$ cat src/sv/range_gated_scalar_kalman_macros.svh
// Assertion macros shared by the range-gated scalar Kalman filter RTL.
`ifndef RANGE_GATED_SCALAR_KALMAN_MACROS_SVH
`define RANGE_GATED_SCALAR_KALMAN_MACROS_SVH

// Same-cycle implication, checked outside reset.
`define RGSK_ASSERT_IMPL(lbl, clk, rst_n, ante, cons) \
	lbl: assert property (@(posedge clk) disable iff (!rst_n) (ante) |-> (cons)) \
		else $error("rgsk same-cycle check failed");

// Next-cycle implication, checked outside reset.
`define RGSK_ASSERT_NEXT(lbl, clk, rst_n, ante, cons) \
	lbl: assert property (@(posedge clk) disable iff (!rst_n) (ante) |=> (cons)) \
		else $error("rgsk next-cycle check failed");

`endif

$ cat src/sv/rgsk_pkg.sv
// Types, constants and codes of the range-gated scalar Kalman filter.
package rgsk_pkg;

	localparam int FRAC_BITS  = 16;
	localparam int DATA_W     = 32;
	localparam int GAIN_W     = FRAC_BITS + 1;
	localparam int GAIN_OUT_W = 17;
	localparam int DIFF_W     = DATA_W + 1;
	localparam int PROD_W     = GAIN_W + 1 + DIFF_W;
	localparam int CNT_W      = $clog2(FRAC_BITS + 1);
	localparam int CFG_IDX_W  = 3;

	localparam logic [GAIN_W-1:0] GAIN_ONE = GAIN_W'(1) << FRAC_BITS;

	localparam logic [DATA_W-1:0] PROCESS_NOISE_RST     = DATA_W'(655);
	localparam logic [DATA_W-1:0] MEASUREMENT_NOISE_RST = DATA_W'(196608);
	localparam logic [DATA_W-1:0] GATE_LOW_RST          = DATA_W'(1966080);
	localparam logic [DATA_W-1:0] GATE_HIGH_RST         = DATA_W'(2949120);
	localparam logic [DATA_W-1:0] VARIANCE_RST          = DATA_W'(1) << FRAC_BITS;

	typedef enum logic [CFG_IDX_W-1:0] {
		REG_PROCESS_NOISE     = 3'd0,
		REG_MEASUREMENT_NOISE = 3'd1,
		REG_GATE_LOW          = 3'd2,
		REG_GATE_HIGH         = 3'd3,
		REG_GATE_ENABLE       = 3'd4
	} rgsk_reg_t;

	typedef enum logic [2:0] {
		ST_IDLE,
		ST_PREP,
		ST_DIV,
		ST_MUL_GAIN,
		ST_MUL_VAR,
		ST_COMMIT,
		ST_FINISH
	} rgsk_state_t;

	typedef struct packed {
		logic load;
		logic prep;
		logic div_step;
		logic mul_gain;
		logic mul_var;
		logic commit;
		logic out_load;
	} rgsk_cmd_t;

	typedef struct packed {
		logic gate_ok;
	} rgsk_stat_t;

endpackage

$ cat src/sv/rgsk_ctrl.sv
// Sequencer of the filter: gate, divide, multiply, commit and result handoff.
`include "range_gated_scalar_kalman_macros.svh"

module rgsk_ctrl import rgsk_pkg::*; (
	input  logic       clk,
	input  logic       arst_n,
	input  logic       in_valid,
	output logic       in_ready,
	output logic       out_valid,
	input  logic       out_ready,
	input  rgsk_stat_t stat,
	output rgsk_cmd_t  cmd
);

	rgsk_state_t      state_q, state_d;
	logic [CNT_W-1:0] cnt_q;
	logic             out_valid_q;

	always_comb begin
		state_d = state_q;
		case (state_q)
			ST_IDLE: begin
				if (in_valid) state_d = ST_PREP;
			end
			ST_PREP: begin
				state_d = stat.gate_ok ? ST_DIV : ST_FINISH;
			end
			ST_DIV: begin
				if (cnt_q == '0) state_d = ST_MUL_GAIN;
			end
			ST_MUL_GAIN: state_d = ST_MUL_VAR;
			ST_MUL_VAR:  state_d = ST_COMMIT;
			ST_COMMIT:   state_d = ST_FINISH;
			ST_FINISH: begin
				if (!out_valid_q || out_ready) state_d = ST_IDLE;
			end
			default: state_d = ST_IDLE;
		endcase
	end

	always_comb begin
		in_ready     = (state_q == ST_IDLE);
		cmd          = '0;
		cmd.load     = in_ready && in_valid;
		cmd.prep     = (state_q == ST_PREP);
		cmd.div_step = (state_q == ST_DIV);
		cmd.mul_gain = (state_q == ST_MUL_GAIN);
		cmd.mul_var  = (state_q == ST_MUL_VAR);
		cmd.commit   = (state_q == ST_COMMIT);
		cmd.out_load = (state_q == ST_FINISH) && (!out_valid_q || out_ready);
	end

	assign out_valid = out_valid_q;

	always_ff @(posedge clk or negedge arst_n) begin
		if (!arst_n) begin
			state_q     <= ST_IDLE;
			cnt_q       <= '0;
			out_valid_q <= 1'b0;
		end else begin
			state_q <= state_d;
			if (cmd.prep) begin
				cnt_q <= CNT_W'(FRAC_BITS);
			end else if (cmd.div_step) begin
				cnt_q <= cnt_q - CNT_W'(1);
			end
			if (cmd.out_load) begin
				out_valid_q <= 1'b1;
			end else if (out_ready) begin
				out_valid_q <= 1'b0;
			end
		end
	end

	`RGSK_ASSERT_IMPL(a_out_load_free, clk, arst_n, cmd.out_load, !out_valid_q || out_ready)
	`RGSK_ASSERT_NEXT(a_load_to_prep, clk, arst_n, in_valid && in_ready, state_q == ST_PREP)
	`RGSK_ASSERT_IMPL(a_div_count, clk, arst_n, state_q == ST_DIV, cnt_q <= CNT_W'(FRAC_BITS))

endmodule

$ cat config.mk
export PLATFORM = sky130hd
export DESIGN_NAME = rgsk_ctrl
export DESIGN_NICKNAME = d
export VERILOG_FILES = /design/src/sv/rgsk_pkg.sv /design/src/sv/rgsk_ctrl.sv
export VERILOG_INCLUDE_DIRS = /design/src /design/src/sv
export SDC_FILE = /design/constraint.sdc
export NUM_CORES = 1
export LEC_CHECK = 0
export ABC_AREA = 1
export ABC_CLOCK_PERIOD_IN_PS = 1800
export BUFFER_PORTS_ARGS = -buffer_cell sky130_fd_sc_hd__buf_2
export CAP_MARGIN = 40
export CORE_AREA = 5 5 42 44
export DETAILED_ROUTE_END_ITERATION = 8
export DIE_AREA = 0 0 47 49
export PLACE_DENSITY_LB_ADDON = 0.1
export SYNTH_ARGS = -nofsm -noshare
export SYNTH_HDL_FRONTEND = slang
export SYNTH_SLANG_ARGS = --single-unit
$ cat constraint.sdc
create_clock -name clk -period 1.8 [get_ports clk]
set_input_delay 0.27 -clock clk [delete_from_list [all_inputs] [get_ports clk]]
set_output_delay 0.27 -clock clk [all_outputs]
set_load 0.005 [all_outputs]
After elaboration in Yosys (flattened, before gate mapping)
Cells that the tools add are included.

Register bits: 9. Bits of input ports: 5. Output and inout bits: 9. Logic and storage cells: 31.

Add/subtract/negate cells: 1. Equality and inequality tests: 9. Muxes and demuxes: 9. Reductions and logical operators: 9.

Operators with widths (number): one-hot mux 3 bit (7 select lines) (1); two-way mux 3 bit (4); two-way mux 5 bit (2); == test 3 bit, second input constant (3); == test 3 x 2 -> 1 bit, second input constant (2); zero test 5 bit (1); subtractor 5 x 1 -> 5 bit, second input constant (1); != test 2 x 1 -> 1 bit, second input constant (2); nonzero test 2 bit (2); == test 3 x 1 -> 1 bit, second input constant (1); zero test 3 bit (1); AND reduction 3 bit (1); logical AND 1 bit (2); two-way mux 1 bit (2); != test 2 bit, second input constant (1); zero test 1 bit (1); logical OR 1 bit (1).

Depth between registers and ports, before layout
Word-level depth: 4. Mapped depth: 7. Gate-level depth less buffers: 7.

Worst setup path before layout
Ideal clock, no wire load.

Path kind: flip-flop to flip-flop. Start: register state_q[2]. End: register state_q[0]. Setup time: 114 ps. Arrival: 924 ps. Data required time: 1686 ps. Path slack: 762 ps. Stages on the path, launching flop included: 7. Path buffers: 0. Period minus slack after synthesis: 1038 ps. Cell sequence: dfrtp_1 inv_2 nand2_1 nor2_1 nand2_1 nand3_1 nor2_1.

RTL lines: start: declaration (line rgsk_ctrl.sv:15) `rgsk_state_t state_q, state_d;`; start signal: assignment (line rgsk_ctrl.sv:61) `state_q <= state_d;`.

==> flow_summary.yaml <==
synth:
  synth-edff-count: 0
  yosysTopAreaCell: "dfrtp_1"
  async_flop_share_pct: 100.0
  syn_nets: 77
  syn_area_um2: 506.7
  syn_area_per_cell_um2: 7.137
  ys_seq_area_share_pct: 44.44
  synth_area_leaders: "dfrtp_1 (44%), nand2_1 (13%), inv_1 (8.9%), nor2_1 (8.9%), nand3_1 (4.9%)"
  synthTopCellsByCount: "nand2_1 (17), inv_1 (12), nor2_1 (12), dfrtp_1 (9), nand3_1 (5)"
  synth_seq_cells: 9
  synth_ff_type: "dfrtp_1"
  synth_most_common_cell: "nand2_1"
  yosysWarnings: 0
  yosysTopAreaCellShare_pct: 44.44
  synth.distinct_cells: 16
  synthCells: 71
cells_and_area:
  diodes: 0
  fin_area_um2: 628.1
  synthToLayoutAreaGrowth_pct: 23.95
  nets: 96
  drive_above_1_share_pct: 23.60
setup_path:
  reg2reg_to: "state_q[0]"
  cp-start-kind: "flip-flop"
  worstSetupEndpointType: "primary output"
  worstPathArrival_ns: 1.23
  crit_type: "reg2out"
  ff2ff_path_depth: 6
  r2r_start: "state_q[2]"
  rrSetupSlack_ns: 0.69
  cp.required_ns: 1.53
  path_max_fanout: 7
power:
  power_density_nw_per_um2: 1665
  ir_drop_uv: 783.0
  leakage_nw: 0.3697
cts:
  cts_num_sinks: 9
  tritoncts: "built"
  cts_max_level: 1
  clock_latency_ns: 0.26
  cts_buffers: 3
  clk_path_buf_depth: 2
  cts_repair_resize_count: 0
  clk_pin_slew_ns: 0.06
  cts_setup_buffers: 0
  cts_hold_buf: 1
  ctsRootBufferMaster: "clkbuf_4"
grt:
  antenna_found_initial: 0
  grt_pass1_vias: 421
  grt-ovfl-total: 0
  grtUsageTotal_pct: 10.94
  grt_pass1_wl_um: 1766
  grt_max_degree: 10
route:
  ant_nets: 0
  routed_wl_um: 1058
  drt_iter0_drc: 11
  dr.pass1.iters: 4
  vias: 468
  viasPerCell: 4.457
  detail_route.wl_per_cell_um: 10.08
  drcViolationCount: 0
timing:
  drv_slew: 0
  rsz0062_at_grt: "false"
  maxSlewHeadroom_pct: 83.76
  maxClockFrequency_mhz: 667.8
  finalClockSkew_ns: 0.001931
  finalSetupViolations: 0
  worstMarginPinSlew_ns: 0.2436
  fin_crit_sh_pct: 83.19
  fin_crit_ns: 1.497
  fin_setup_tns_ns: 0
  finalHoldViolCount: 0
floorplan:
  ioPinCount: 14
  die_w_um: 47
  rows: 14
  coreArea_um2: 1401
  die_height_um: 49
  start_util_pct: 36.16
  dieArea_um2: 2303
placement:
  hpwl_um: 809
  finalWeightedCongestion: 0.7840
  numPortBuffers: 13
  dpl_cell_area_um2: 591.8
job:
  cap_violations: 0
min_path:
  min_to: "out_valid"
  hold_path.class: "in2reg"
  min_from: "out_ready"
  hold_path_depth: 2
run_status:
  status: "finished, final reports clean"
[routing by layer]
layer  vias up  GRT usage [%]  share of wire [%]
met5         -              0                  0
met4         0          5.530                1.2
met3         2          5.535                4.9
met2         9          16.06                 49
met1       201          12.64                 45
li1        256              -                  -
[sequential cells by signal, summed over array words and instances (netlist names)]
signal and flops:
cnt_q 5, out_valid 1, state_q 3
[per-stage QoR]
step                util [%]  worst slack, ns  std cells  power [mW]  hold WS [ns]
floorplan                  -           0.7616         71      0.7385      -0.02559
global placement       42.23           0.5906        100      0.8948        0.1364
detailed placement     42.23           0.5653        100      0.8992        0.1378
CTS                    44.82           0.2748        105       1.064        0.2019
global route           44.82           0.1647        105       1.169        0.2101
finish                 44.82           0.3027        105       1.046        0.2072
[area by class of cell]
| class | count | area [um2] |
|---|---|---|
| clock buffer | 4 | 26.28 |
| fill | 163 | 773.2 |
| inverter | 14 | 52.55 |
| multi-input combinational | 48 | 229.0 |
| sequential | 9 | 225.2 |
| tap | 16 | 20.02 |
| timing repair buffer | 14 | 75.07 |
[placed cells by master (no fill, tap or decap)]
master and count:
a21oi_1 1, a31oi_1 1, buf_2 13, clkbuf_1 1, clkbuf_4 3, dfrtp_1 9
dlygate4sd3_1 1, ha_1 1, inv_1 12, inv_2 2, nand2_1 17, nand2_2 1
nand3_1 5, nand3_2 2, nor2_1 12, nor3_1 1, o21ai_0 3, o21ai_1 2
o22ai_1 1, xor2_1 1
[power breakdown]
group / total [mW] / internal [mW] / switching, mW
registers: 0.372 / 0.292 / 0.0799
logic: 0.519 / 0.208 / 0.311
clock network: 0.154 / 0.0853 / 0.0691
total: 1.05 / 0.586 / 0.460
[cell families (layout without fill, tap and decap cells)]
kind of cell	Yosys count	count (layout)	share of synthesized area, %
buffers and inverters	14	32	10.37
AO/OA/AOI/OAI	8	8	8.395
XOR/XNOR	1	1	1.729
AND/OR/NAND/NOR	38	38	32.59
adder cells (fa/ha/maj)	1	1	2.469
flip-flops	9	9	44.45
[how the worst max path moves through the flow]
| stage | startpoint | to | slack (ns) |
|---|---|---|---|
| final | state_q[2] | cmd[4] | 0.30 |
| after CTS | state_q[2] | cmd[4] | 0.27 |
| after detailed placement | state_q[2] | cmd[4] | 0.57 |
| after floorplan | state_q[2] | state_q[0] | 0.76 |
| after global routing | state_q[2] | cmd[4] | 0.16 |
| after global placement | state_q[2] | cmd[4] | 0.59 |
[worst max-delay path: stages (launching register included)]
cell and delay [ns]:
dfrtp_1 0.40, inv_2 0.12, nand2_1 0.08, nor2_1 0.20, buf_2 0.16
Note: power is estimated with default switching activity, not from simulation.
