**src/sv/range_gated_scalar_kalman_macros.svh**
```systemverilog
// Assertion macros shared by the range-gated scalar Kalman filter RTL.
`ifndef RANGE_GATED_SCALAR_KALMAN_MACROS_SVH
`define RANGE_GATED_SCALAR_KALMAN_MACROS_SVH

// Same-cycle implication, checked outside reset.
`define RGSK_ASSERT_IMPL(lbl, clk, rst_n, ante, cons) \
	lbl: assert property (@(posedge clk) disable iff (!rst_n) (ante) |-> (cons)) \
		else $error("rgsk same-cycle check failed");

// Next-cycle implication, checked outside reset.
`define RGSK_ASSERT_NEXT(lbl, clk, rst_n, ante, cons) \
	lbl: assert property (@(posedge clk) disable iff (!rst_n) (ante) |=> (cons)) \
		else $error("rgsk next-cycle check failed");

`endif

```
**src/sv/rgsk_pkg.sv**
```systemverilog
// Types, constants and codes of the range-gated scalar Kalman filter.
package rgsk_pkg;

	localparam int FRAC_BITS  = 16;
	localparam int DATA_W     = 32;
	localparam int GAIN_W     = FRAC_BITS + 1;
	localparam int GAIN_OUT_W = 17;
	localparam int DIFF_W     = DATA_W + 1;
	localparam int PROD_W     = GAIN_W + 1 + DIFF_W;
	localparam int CNT_W      = $clog2(FRAC_BITS + 1);
	localparam int CFG_IDX_W  = 3;

	localparam logic [GAIN_W-1:0] GAIN_ONE = GAIN_W'(1) << FRAC_BITS;

	localparam logic [DATA_W-1:0] PROCESS_NOISE_RST     = DATA_W'(655);
	localparam logic [DATA_W-1:0] MEASUREMENT_NOISE_RST = DATA_W'(196608);
	localparam logic [DATA_W-1:0] GATE_LOW_RST          = DATA_W'(1966080);
	localparam logic [DATA_W-1:0] GATE_HIGH_RST         = DATA_W'(2949120);
	localparam logic [DATA_W-1:0] VARIANCE_RST          = DATA_W'(1) << FRAC_BITS;

	typedef enum logic [CFG_IDX_W-1:0] {
		REG_PROCESS_NOISE     = 3'd0,
		REG_MEASUREMENT_NOISE = 3'd1,
		REG_GATE_LOW          = 3'd2,
		REG_GATE_HIGH         = 3'd3,
		REG_GATE_ENABLE       = 3'd4
	} rgsk_reg_t;

	typedef enum logic [2:0] {
		ST_IDLE,
		ST_PREP,
		ST_DIV,
		ST_MUL_GAIN,
		ST_MUL_VAR,
		ST_COMMIT,
		ST_FINISH
	} rgsk_state_t;

	typedef struct packed {
		logic load;
		logic prep;
		logic div_step;
		logic mul_gain;
		logic mul_var;
		logic commit;
		logic out_load;
	} rgsk_cmd_t;

	typedef struct packed {
		logic gate_ok;
	} rgsk_stat_t;

endpackage

```
**src/sv/rgsk_dp.sv**
```systemverilog
// Datapath of the filter: registers, gate, serial divider, shared multiplier, state.
`include "range_gated_scalar_kalman_macros.svh"

module rgsk_dp import rgsk_pkg::*; (
	input  logic                     clk,
	input  logic                     arst_n,
	input  logic                     cfg_we,
	input  logic [CFG_IDX_W-1:0]     cfg_index,
	input  logic [DATA_W-1:0]        cfg_data,
	input  logic signed [DATA_W-1:0] measurement,
	input  rgsk_cmd_t                cmd,
	output rgsk_stat_t               stat,
	output logic signed [DATA_W-1:0] estimate_out,
	output logic                     accepted,
	output logic [GAIN_OUT_W-1:0]    gain_out
);

	logic [DATA_W-1:0]        pn_q, mn_q;
	logic signed [DATA_W-1:0] lo_q, hi_q;
	logic                     gate_en_q;
	logic signed [DATA_W-1:0] est_q;
	logic [DATA_W-1:0]        var_q;

	logic signed [DATA_W-1:0] meas_q;
	logic                     ok_q;
	logic [DATA_W-1:0]        p_q;
	logic [DATA_W:0]          d_q;
	logic [DATA_W:0]          rem_q;
	logic                     nbit_q;
	logic [GAIN_W-1:0]        quo_q;
	logic [GAIN_W-1:0]        gain_q;
	logic signed [DIFF_W-1:0] diff_q;
	logic signed [PROD_W-1:0] prod_q;

	logic signed [DATA_W-1:0] est_o_q;
	logic                     acc_o_q;
	logic [GAIN_OUT_W-1:0]    gain_o_q;

	logic                     gate_ok;
	logic [DATA_W:0]          p_sum;
	logic [DATA_W-1:0]        p_sat;
	logic [DATA_W+1:0]        trial;
	logic [DATA_W+1:0]        trial_sub;
	logic                     trial_ge;
	logic [GAIN_W-1:0]        gain_w;
	logic signed [GAIN_W:0]   mul_a;
	logic signed [DIFF_W-1:0] mul_b;
	logic signed [PROD_W-1:0] step_w;

	always_comb begin
		gate_ok   = !gate_en_q || ((measurement > lo_q) && (measurement < hi_q));
		p_sum     = {1'b0, var_q} + {1'b0, pn_q};
		p_sat     = p_sum[DATA_W] ? '1 : p_sum[DATA_W-1:0];
		trial     = {rem_q, nbit_q};
		trial_sub = trial - {1'b0, d_q};
		trial_ge  = (trial >= {1'b0, d_q});
		gain_w    = (d_q == '0) ? '0 : quo_q;
		if (cmd.mul_gain) begin
			mul_a = $signed({1'b0, gain_w});
			mul_b = diff_q;
		end else begin
			mul_a = $signed({1'b0, GAIN_ONE - gain_q});
			mul_b = $signed({1'b0, p_q});
		end
		step_w = prod_q >>> FRAC_BITS;
	end

	assign stat.gate_ok = ok_q;

	always_ff @(posedge clk or negedge arst_n) begin
		if (!arst_n) begin
			pn_q      <= PROCESS_NOISE_RST;
			mn_q      <= MEASUREMENT_NOISE_RST;
			lo_q      <= GATE_LOW_RST;
			hi_q      <= GATE_HIGH_RST;
			gate_en_q <= 1'b1;
			est_q     <= '0;
			var_q     <= VARIANCE_RST;
		end else begin
			if (cfg_we) begin
				case (cfg_index)
					REG_PROCESS_NOISE:     pn_q      <= cfg_data;
					REG_MEASUREMENT_NOISE: mn_q      <= cfg_data;
					REG_GATE_LOW:          lo_q      <= cfg_data;
					REG_GATE_HIGH:         hi_q      <= cfg_data;
					REG_GATE_ENABLE:       gate_en_q <= cfg_data[0];
					default: ;
				endcase
			end
			if (cmd.mul_var) begin
				est_q <= est_q + step_w[DATA_W-1:0];
			end
			if (cmd.commit) begin
				var_q <= prod_q[FRAC_BITS +: DATA_W];
			end
		end
	end

	always_ff @(posedge clk) begin
		if (cmd.load) begin
			meas_q <= measurement;
			ok_q   <= gate_ok;
			p_q    <= p_sat;
			gain_q <= '0;
		end
		if (cmd.prep) begin
			d_q    <= {1'b0, p_q} + {1'b0, mn_q};
			rem_q  <= {2'b00, p_q[DATA_W-1:1]};
			nbit_q <= p_q[0];
			diff_q <= {meas_q[DATA_W-1], meas_q} - {est_q[DATA_W-1], est_q};
		end
		if (cmd.div_step) begin
			rem_q  <= trial_ge ? trial_sub[DATA_W:0] : trial[DATA_W:0];
			quo_q  <= {quo_q[GAIN_W-2:0], trial_ge};
			nbit_q <= 1'b0;
		end
		if (cmd.mul_gain) begin
			gain_q <= gain_w;
		end
		if (cmd.mul_gain || cmd.mul_var) begin
			prod_q <= mul_a * mul_b;
		end
		if (cmd.out_load) begin
			est_o_q  <= est_q;
			acc_o_q  <= ok_q;
			gain_o_q <= GAIN_OUT_W'(gain_q);
		end
	end

	assign estimate_out = est_o_q;
	assign accepted     = acc_o_q;
	assign gain_out     = gain_o_q;

	`RGSK_ASSERT_IMPL(a_gain_max, clk, arst_n, cmd.commit, gain_q <= GAIN_ONE)
	`RGSK_ASSERT_NEXT(a_var_shrinks, clk, arst_n, cmd.commit, var_q <= $past(p_q))
	`RGSK_ASSERT_IMPL(a_reject_gain_zero, clk, arst_n, cmd.out_load && !ok_q, gain_q == '0)

endmodule

```
**config.mk**
```make
export PLATFORM = sky130hd
export DESIGN_NAME = rgsk_dp
export DESIGN_NICKNAME = d
export VERILOG_FILES = /design/src/sv/rgsk_pkg.sv /design/src/sv/rgsk_dp.sv
export VERILOG_INCLUDE_DIRS = /design/src /design/src/sv
export SDC_FILE = /design/constraint.sdc
export NUM_CORES = 2
export LEC_CHECK = 0
export BUFFER_PORTS_ARGS = -buffer_cell sky130_fd_sc_hd__buf_2
export CAP_MARGIN = 40
export CORE_MARGIN = 10
export CORE_UTILIZATION = 40
export CTS_CLUSTER_DIAMETER = 120
export DETAILED_ROUTE_END_ITERATION = 8
export PLACE_DENSITY = 0.55
export SYNTH_ARGS = -nofsm -noshare
export SYNTH_HDL_FRONTEND = slang
export SYNTH_SLANG_ARGS = --single-unit
```
**constraint.sdc**
```tcl
create_clock -name clk -period 8.39 [get_ports clk]
set_input_delay 0 -clock clk [delete_from_list [all_inputs] [get_ports clk]]
set_output_delay 0 -clock clk [all_outputs]
set_load 0.02 [all_outputs]
```
-- Yosys cells after proc, flatten, opt, wreduce, memory -nomap -nowiden
Index checks and enable logic that the tools add are counted.
W data, S select, Z words.
- input port bits: 77
- word-level logic and storage cells: 55
- output and inout port bits: 51
- register bits: 490
- order comparisons: 3
- multiply operators: 1
- reductions and logical operators: 13
- multiplexer cells: 8
- add/subtract/negate cells: 6
- equality and inequality tests: 4
- operators with widths (kind ; number):
    $mux W33 ; 4
    $mux W17 ; 4
    $add A32 B32 Y33 ; 2
    $mul A18 B33 Y48 ; 1
    $ge A34 B33 Y1 ; 1
    $logic_not A33 Y1 ; 1
    $sub A32 B32 Y33 ; 1
    $sub A33 B33 Y33 ; 1
    $add A32 B32 Y32 ; 1
    $gt A32 B32 Y1 ; 1
    $lt A32 B32 Y1 ; 1
    $sub A17 B17 Y17 const A ; 1
    $reduce_and A2 Y1 ; 5
    $eq A3 B2 Y1 const B ; 2
    $reduce_bool A2 Y1 ; 2
    $eq A3 B1 Y1 const B ; 1
    $eq A3 B3 Y1 const B ; 1
    $logic_not A3 Y1 ; 1
    $logic_or A1 B1 Y1 ; 2
    $logic_and A1 B1 Y1 ; 1
    $logic_not A1 Y1 ; 1

-- Depth between registers and ports, before layout
- depth after elaboration: 4
- mapped depth: 33
- gate-level depth less buffers: 31

-- Least setup slack after synthesis
Ideal clock, no wire load.
- path kind: register to register
- start: reg gain_q[0]
- end: reg prod_q[45], data pin
- cell stages (with the launch flop): 32
- arrival time: 7699 ps
- required time: 8238 ps
- slack: 540 ps
- buffers on the path: 2
- cells stage by stage: edfxtp_1 -> inv_1 -> ha_1 -> nand3b_1 -> or3_1 -> or4_4 -> nor2_1 -> xnor2_1 -> a21o_1 -> clkbuf_1 -> clkbuf_1 -> nand2_1 -> fa_1 -> inv_1 -> fa_1 -> fa_1 -> fa_1 -> fa_1 -> inv_1 -> fa_1 -> inv_1 -> ha_1 -> a21o_1 -> a21oi_1 -> o21bai_1 -> o21ai_0 -> a211oi_1 -> nor3_1 -> o31ai_2 -> a21oi_1 -> or3b_1 -> a31oi_1
- cells in the longest elaborated chain, start to end: 3
- ends and longest elaborated chain (element ; RTL line ; source):
    start: declaration ; rgsk_dp.sv:31 ; logic [GAIN_W-1:0] gain_q;
    start signal: assignment ; rgsk_dp.sv:118 ; gain_q <= gain_w;
    $sub A17 B17 Y17 ; rgsk_dp.sv:62 ; mul_a = $signed({1'b0, GAIN_ONE - gain_q});
    $mux W17 ; rgsk_dp.sv:58 ; if (cmd.mul_gain) begin
    $mul A18 B33 Y48 ; rgsk_dp.sv:121 ; prod_q <= mul_a * mul_b;
    end signal: assignment ; rgsk_dp.sv:121 ;
    end: declaration ; rgsk_dp.sv:33 ; logic signed [PROD_W-1:0] prod_q;
No other way between the ends.
A chain may end at the register's enable or synchronous reset.

-- Final worst setup path
- start: reg gain_q[1]
- end: reg prod_q[47], data pin
The elaborated chain is that of the path after synthesis.

==> flow_summary.html <==
<table>
<tr><th>Metric</th><th>Value</th></tr>
<tr><th colspan="2">STA</th></tr>
<tr><td>F_max</td><td>0.1238 GHz</td></tr>
<tr><td>Setup-failing EPs final</td><td>0</td></tr>
<tr><td>Slew Limit Headroom</td><td>0.3775</td></tr>
<tr><td>Time the final worst path needs with I/O delays and setup</td><td>8.078 ns</td></tr>
<tr><td>Number of pins exceeding their max-slew limit in the final report</td><td>0</td></tr>
<tr><td>Worst Hold Margin</td><td>-0.009853 ns</td></tr>
<tr><td>Worst-Margin Slew</td><td>a little over 0.9 ns</td></tr>
<tr><td>Worst Clk Skew</td><td>roughly 0.034 ns</td></tr>
<tr><td>Setup TNS Final</td><td>0 ns</td></tr>
<tr><td>Final Hold Fails</td><td>15</td></tr>
<tr><td>Period Utilization, post-route</td><td>0.9628</td></tr>
<tr><th colspan="2">Setup path</th></tr>
<tr><td>Capturing element type of the critical path</td><td>flop</td></tr>
<tr><td>Largest driver fanout on the critical path</td><td>6</td></tr>
<tr><td>Critical path class</td><td>flop to flop</td></tr>
<tr><td>Cells on worst reg2reg path</td><td>32</td></tr>
<tr><td>Cell type of the slowest stage on the worst timing path</td><td>sky130_fd_sc_hd__fa_1</td></tr>
<tr><td>Critical Path Source Type</td><td>flop</td></tr>
<tr><td>Data required time at the worst endpoint</td><td>8.76 ns</td></tr>
<tr><td>Cell repeated most along the worst path</td><td>sky130_fd_sc_hd__fa_1</td></tr>
<tr><td>Delay of the slowest cell on the worst path</td><td>0.53 ns</td></tr>
<tr><td>Data arrival, critical path</td><td>8.45 ns</td></tr>
<tr><th colspan="2">Synth</th></tr>
<tr><td>Synth async-reset ratio</td><td>0.4072</td></tr>
<tr><td>Post-synth top area share</td><td>0.2316</td></tr>
<tr><td>Number of storage elements in the synthesis netlist</td><td>474</td></tr>
<tr><td>Number of distinct library cells after synthesis</td><td>95</td></tr>
<tr><td>Post-synth design cell area</td><td>44860 um^2</td></tr>
<tr><td>Synth Flop Type</td><td>sky130_fd_sc_hd__edfxtp_1</td></tr>
<tr><td>Number of nets produced by synthesis</td><td>5451</td></tr>
<tr><td>Avg Synthesized Cell Area</td><td>~10 um^2</td></tr>
<tr><td>Number of enable-type register cells in the synthesized netlist</td><td>280</td></tr>
<tr><td>Number of standard cells after synthesis</td><td>4521</td></tr>
<tr><td>Synthesis warning total</td><td>0</td></tr>
<tr><td>Leading cell type by number of instances after synthesis</td><td>sky130_fd_sc_hd__inv_1</td></tr>
<tr><td>Top cells by area, synth</td><td>sky130_fd_sc_hd__fa_1, sky130_fd_sc_hd__edfxtp_1, sky130_fd_sc_hd__dfrtp_1, sky130_fd_sc_hd__ha_1, sky130_fd_sc_hd__inv_1</td></tr>
<tr><td>Sequential fraction of the synthesis area</td><td>0.2960</td></tr>
<tr><td>Cell type with the highest aggregate area in the netlist</td><td>sky130_fd_sc_hd__fa_1</td></tr>
<tr><td>Commonest cells post-synth</td><td>sky130_fd_sc_hd__inv_1, sky130_fd_sc_hd__fa_1, sky130_fd_sc_hd__nor2_1</td></tr>
<tr><th colspan="2">Placement</th></tr>
<tr><td>Area post-placement</td><td>48190 um^2</td></tr>
<tr><td>Weighted congestion at the end of routability-driven global placement</td><td>about 0.93</td></tr>
<tr><td>Post-placement cell count</td><td>6151</td></tr>
<tr><td>DP Wirelength</td><td>between 100 and 150 mm</td></tr>
<tr><td>Count of port buffers added during placement</td><td>127</td></tr>
<tr><th colspan="2">Final layout</th></tr>
<tr><td>Fraction of final layout cells with drive strength greater than 1</td><td>0.1244</td></tr>
<tr><td># fillers</td><td>10740</td></tr>
<tr><td>Fraction of the core area covered by cells at the end of the flow</td><td>0.4590</td></tr>
<tr><td>Nets</td><td>about 5700</td></tr>
<tr><td>Syn-to-layout area delta</td><td>13.53%</td></tr>
<tr><td>Non-filler cells in the finished layout</td><td>6334</td></tr>
<tr><td>Antenna Diode Count</td><td>0</td></tr>
<tr><td>Largest registers ranked by flip-flop count</td><td>d_q (33), diff_q (33), rem_q (33)</td></tr>
<tr><td>Area of all placed cells without fillers</td><td>50930 um^2</td></tr>
<tr><th colspan="2">Routing</th></tr>
<tr><td>Iteration-0 DRC count of the detailed router</td><td>2365</td></tr>
<tr><td>ANT nets after route</td><td>0</td></tr>
<tr><td>Count of TritonRoute iterations in the first routing pass</td><td>5</td></tr>
<tr><td>Total DRC errors in the routed layout</td><td>0</td></tr>
<tr><td>Drt via density</td><td>about 5.2</td></tr>
<tr><td>Via count of the routed design</td><td>approximately 33000</td></tr>
<tr><td>Drt wl/cell</td><td>between 20 and 25 um</td></tr>
<tr><td>Total wire length after detailed routing</td><td>135.1 mm</td></tr>
<tr><th colspan="2">Die</th></tr>
<tr><td>Rows</td><td>122</td></tr>
<tr><td>Top-level port count</td><td>between 100 and 150</td></tr>
<tr><td>Initial Util</td><td>0.4043</td></tr>
<tr><td>Core region area</td><td>111000 um^2</td></tr>
<tr><td>Floorplan die height</td><td>354.9 um</td></tr>
<tr><td>Chip width</td><td>354.9 um</td></tr>
<tr><td>Area enclosed by the die boundary</td><td>126000 um^2</td></tr>
<tr><th colspan="2">Clock network</th></tr>
<tr><td>Number of H-tree branching levels</td><td>2</td></tr>
<tr><td>Clock tree from TritonCTS</td><td>yes</td></tr>
<tr><td>Clock latency of the later-clocked register in the worst-skew pair</td><td>0.67 ns</td></tr>
<tr><td>TritonCTS buffer count</td><td>54</td></tr>
<tr><td>Clock sink total</td><td>474</td></tr>
<tr><td>Clock transition time at the flip-flop clock pins of the worst setup and hold paths</td><td>0.06 ns</td></tr>
<tr><td>Root buffer selected by CTS</td><td>sky130_fd_sc_hd__clkbuf_16</td></tr>
<tr><td>Bufs on Longest Clock Path</td><td>3</td></tr>
<tr><th colspan="2">Global routing</th></tr>
<tr><td>GRT busiest layer</td><td>met2</td></tr>
<tr><td>First-pass GRT wire length</td><td>207.8 mm</td></tr>
<tr><td>Total grt overflow</td><td>0</td></tr>
<tr><td>Overall track demand over capacity in global routing</td><td>0.2151</td></tr>
<tr><td>GR Util met1</td><td>0.2954</td></tr>
<tr><td>Maximum number of pins on one net before global-route repair</td><td>64</td></tr>
<tr><td>GR met2 Demand/Resource</td><td>0.3535</td></tr>
<tr><td>Met3 Track Usage GR</td><td>0.03241</td></tr>
<tr><td>Initial antenna violation count</td><td>7</td></tr>
<tr><td>Vias in the first global route</td><td>roughly 33000</td></tr>
<tr><th colspan="2">Hold path</th></tr>
<tr><td>Worst min-delay path class</td><td>input pin to flop</td></tr>
<tr><td>Hold Path Stages</td><td>1</td></tr>
<tr><th colspan="2">Status</th></tr>
<tr><td>Status</td><td>finished, violations left</td></tr>
<tr><td>Failing checks</td><td>negative hold slack</td></tr>
<tr><th colspan="2">Run</th></tr>
<tr><td>Max_cap viols</td><td>0</td></tr>
</table>
logic make-up after synthesis:
kind of cell	count (synthesis)	synth area share
DFF	474	0.2960
buffers and inverters	941	0.07940
and+or+nand+nor	1205	0.1187
muxes	209	0.05112
xor gates and xnor gates	178	0.03475
adders and majority gates	853	0.3248
AOI/OAI and AO/OA	661	0.09527
per-layer routing:
metal,wire (um),vias up
met5,28,-
met4,3989,4
met3,7855,183
met2,63170,910
met1,60100,16470
li1,-,15320
cell type report:
type                            count  area [um^2]  share of cell area
Clock inverter                     35        369.1            0.007247
Tap cell                         1488         1862             0.03655
Timing Repair Buffer              357         2761             0.05422
Multi-Input combinational cell   3106        28200              0.5536
Sequential cell                   474        13280              0.2607
Inverter                          808         3033             0.05955
Clock buffer                       66         1430             0.02808
metrics by stage:
step / worst slack, ns / hold WS (ns)
global placement: -0.1024 / 0.05887
floorplan: 0.5396 / -0.2956
detailed placement: -0.09787 / 0.06251
finish: 0.3123 / -0.009853
CTS: 0.02394 / 0.0003085
global route: -0.03545 / 0.03102
worst max-delay path: cells and delay by family, from the launching register on:
family,cells,cell delay (ns)
flip-flops,1,0.42
AND/OR/NAND/NOR,8,1.66
buffers and inverters,7,0.63
adder cells (fa/ha/maj),8,3.41
XOR/XNOR,2,0.19
AO/OA/AOI/OAI,7,1.47
final timing paths:
kind,start,to,slack (ns)
max,gain_q[1],prod_q[47],0.31
min,cmd[0],gain_out[14],-0.01
max reg2reg,gain_q[1],prod_q[47],0.31
min reg2reg,stat,accepted,0.44
max in group asynchronous,arst_n,pn_q[0],7.23
min in group asynchronous,arst_n,lo_q[20],0.51
cells in the final DEF, fill, tap and decap left out, types with 11 or more instances in the layout:
cell type	Yosys	layout
sky130_fd_sc_hd__or2_2	11	11
sky130_fd_sc_hd__a211oi_1	15	15
sky130_fd_sc_hd__a21o_1	112	112
sky130_fd_sc_hd__ha_1	334	333
sky130_fd_sc_hd__buf_4	0	144
sky130_fd_sc_hd__mux2_2	151	151
sky130_fd_sc_hd__buf_2	12	124
sky130_fd_sc_hd__fa_1	519	519
sky130_fd_sc_hd__xor2_1	69	69
sky130_fd_sc_hd__dfrtp_1	175	175
sky130_fd_sc_hd__inv_1	807	805
sky130_fd_sc_hd__nand2_1	417	417
sky130_fd_sc_hd__and3_1	24	24
sky130_fd_sc_hd__o21a_1	35	35
sky130_fd_sc_hd__nor2_1	458	455
sky130_fd_sc_hd__clkbuf_16	0	54
sky130_fd_sc_hd__edfxtp_1	280	280
sky130_fd_sc_hd__dfstp_2	18	18
sky130_fd_sc_hd__nand3_1	48	48
sky130_fd_sc_hd__nor2b_1	32	32
sky130_fd_sc_hd__a31oi_1	49	49
sky130_fd_sc_hd__nor3_1	47	45
sky130_fd_sc_hd__xnor2_1	109	108
sky130_fd_sc_hd__nand2b_1	44	44
sky130_fd_sc_hd__clkinv_2	0	14
sky130_fd_sc_hd__a21oi_1	159	152
sky130_fd_sc_hd__nand4_1	30	30
sky130_fd_sc_hd__o211ai_1	16	16
sky130_fd_sc_hd__mux2i_1	48	48
sky130_fd_sc_hd__o21ai_0	159	158
sky130_fd_sc_hd__and2_1	27	27
sky130_fd_sc_hd__dlygate4sd3_1	0	75
sky130_fd_sc_hd__o21bai_1	20	20
timing repair:
| item | 4_1_cts | 5_1_grt |
|---|---|---|
| pin swaps | 0 | 8 |
| endpoints found under the hold margin | 308 | 0 |
| resized for setup | 1 | 23 |
| cloned | 0 | 0 |
| hold buffers | 76 | 0 |
| buffers inserted | 0 | 6 |
| endpoints found under the setup margin | 5 | 21 |
Power is left out: the tool's default activity adds up to more than one toggle a clock period on the data nets, which glitch-free logic cannot reach.
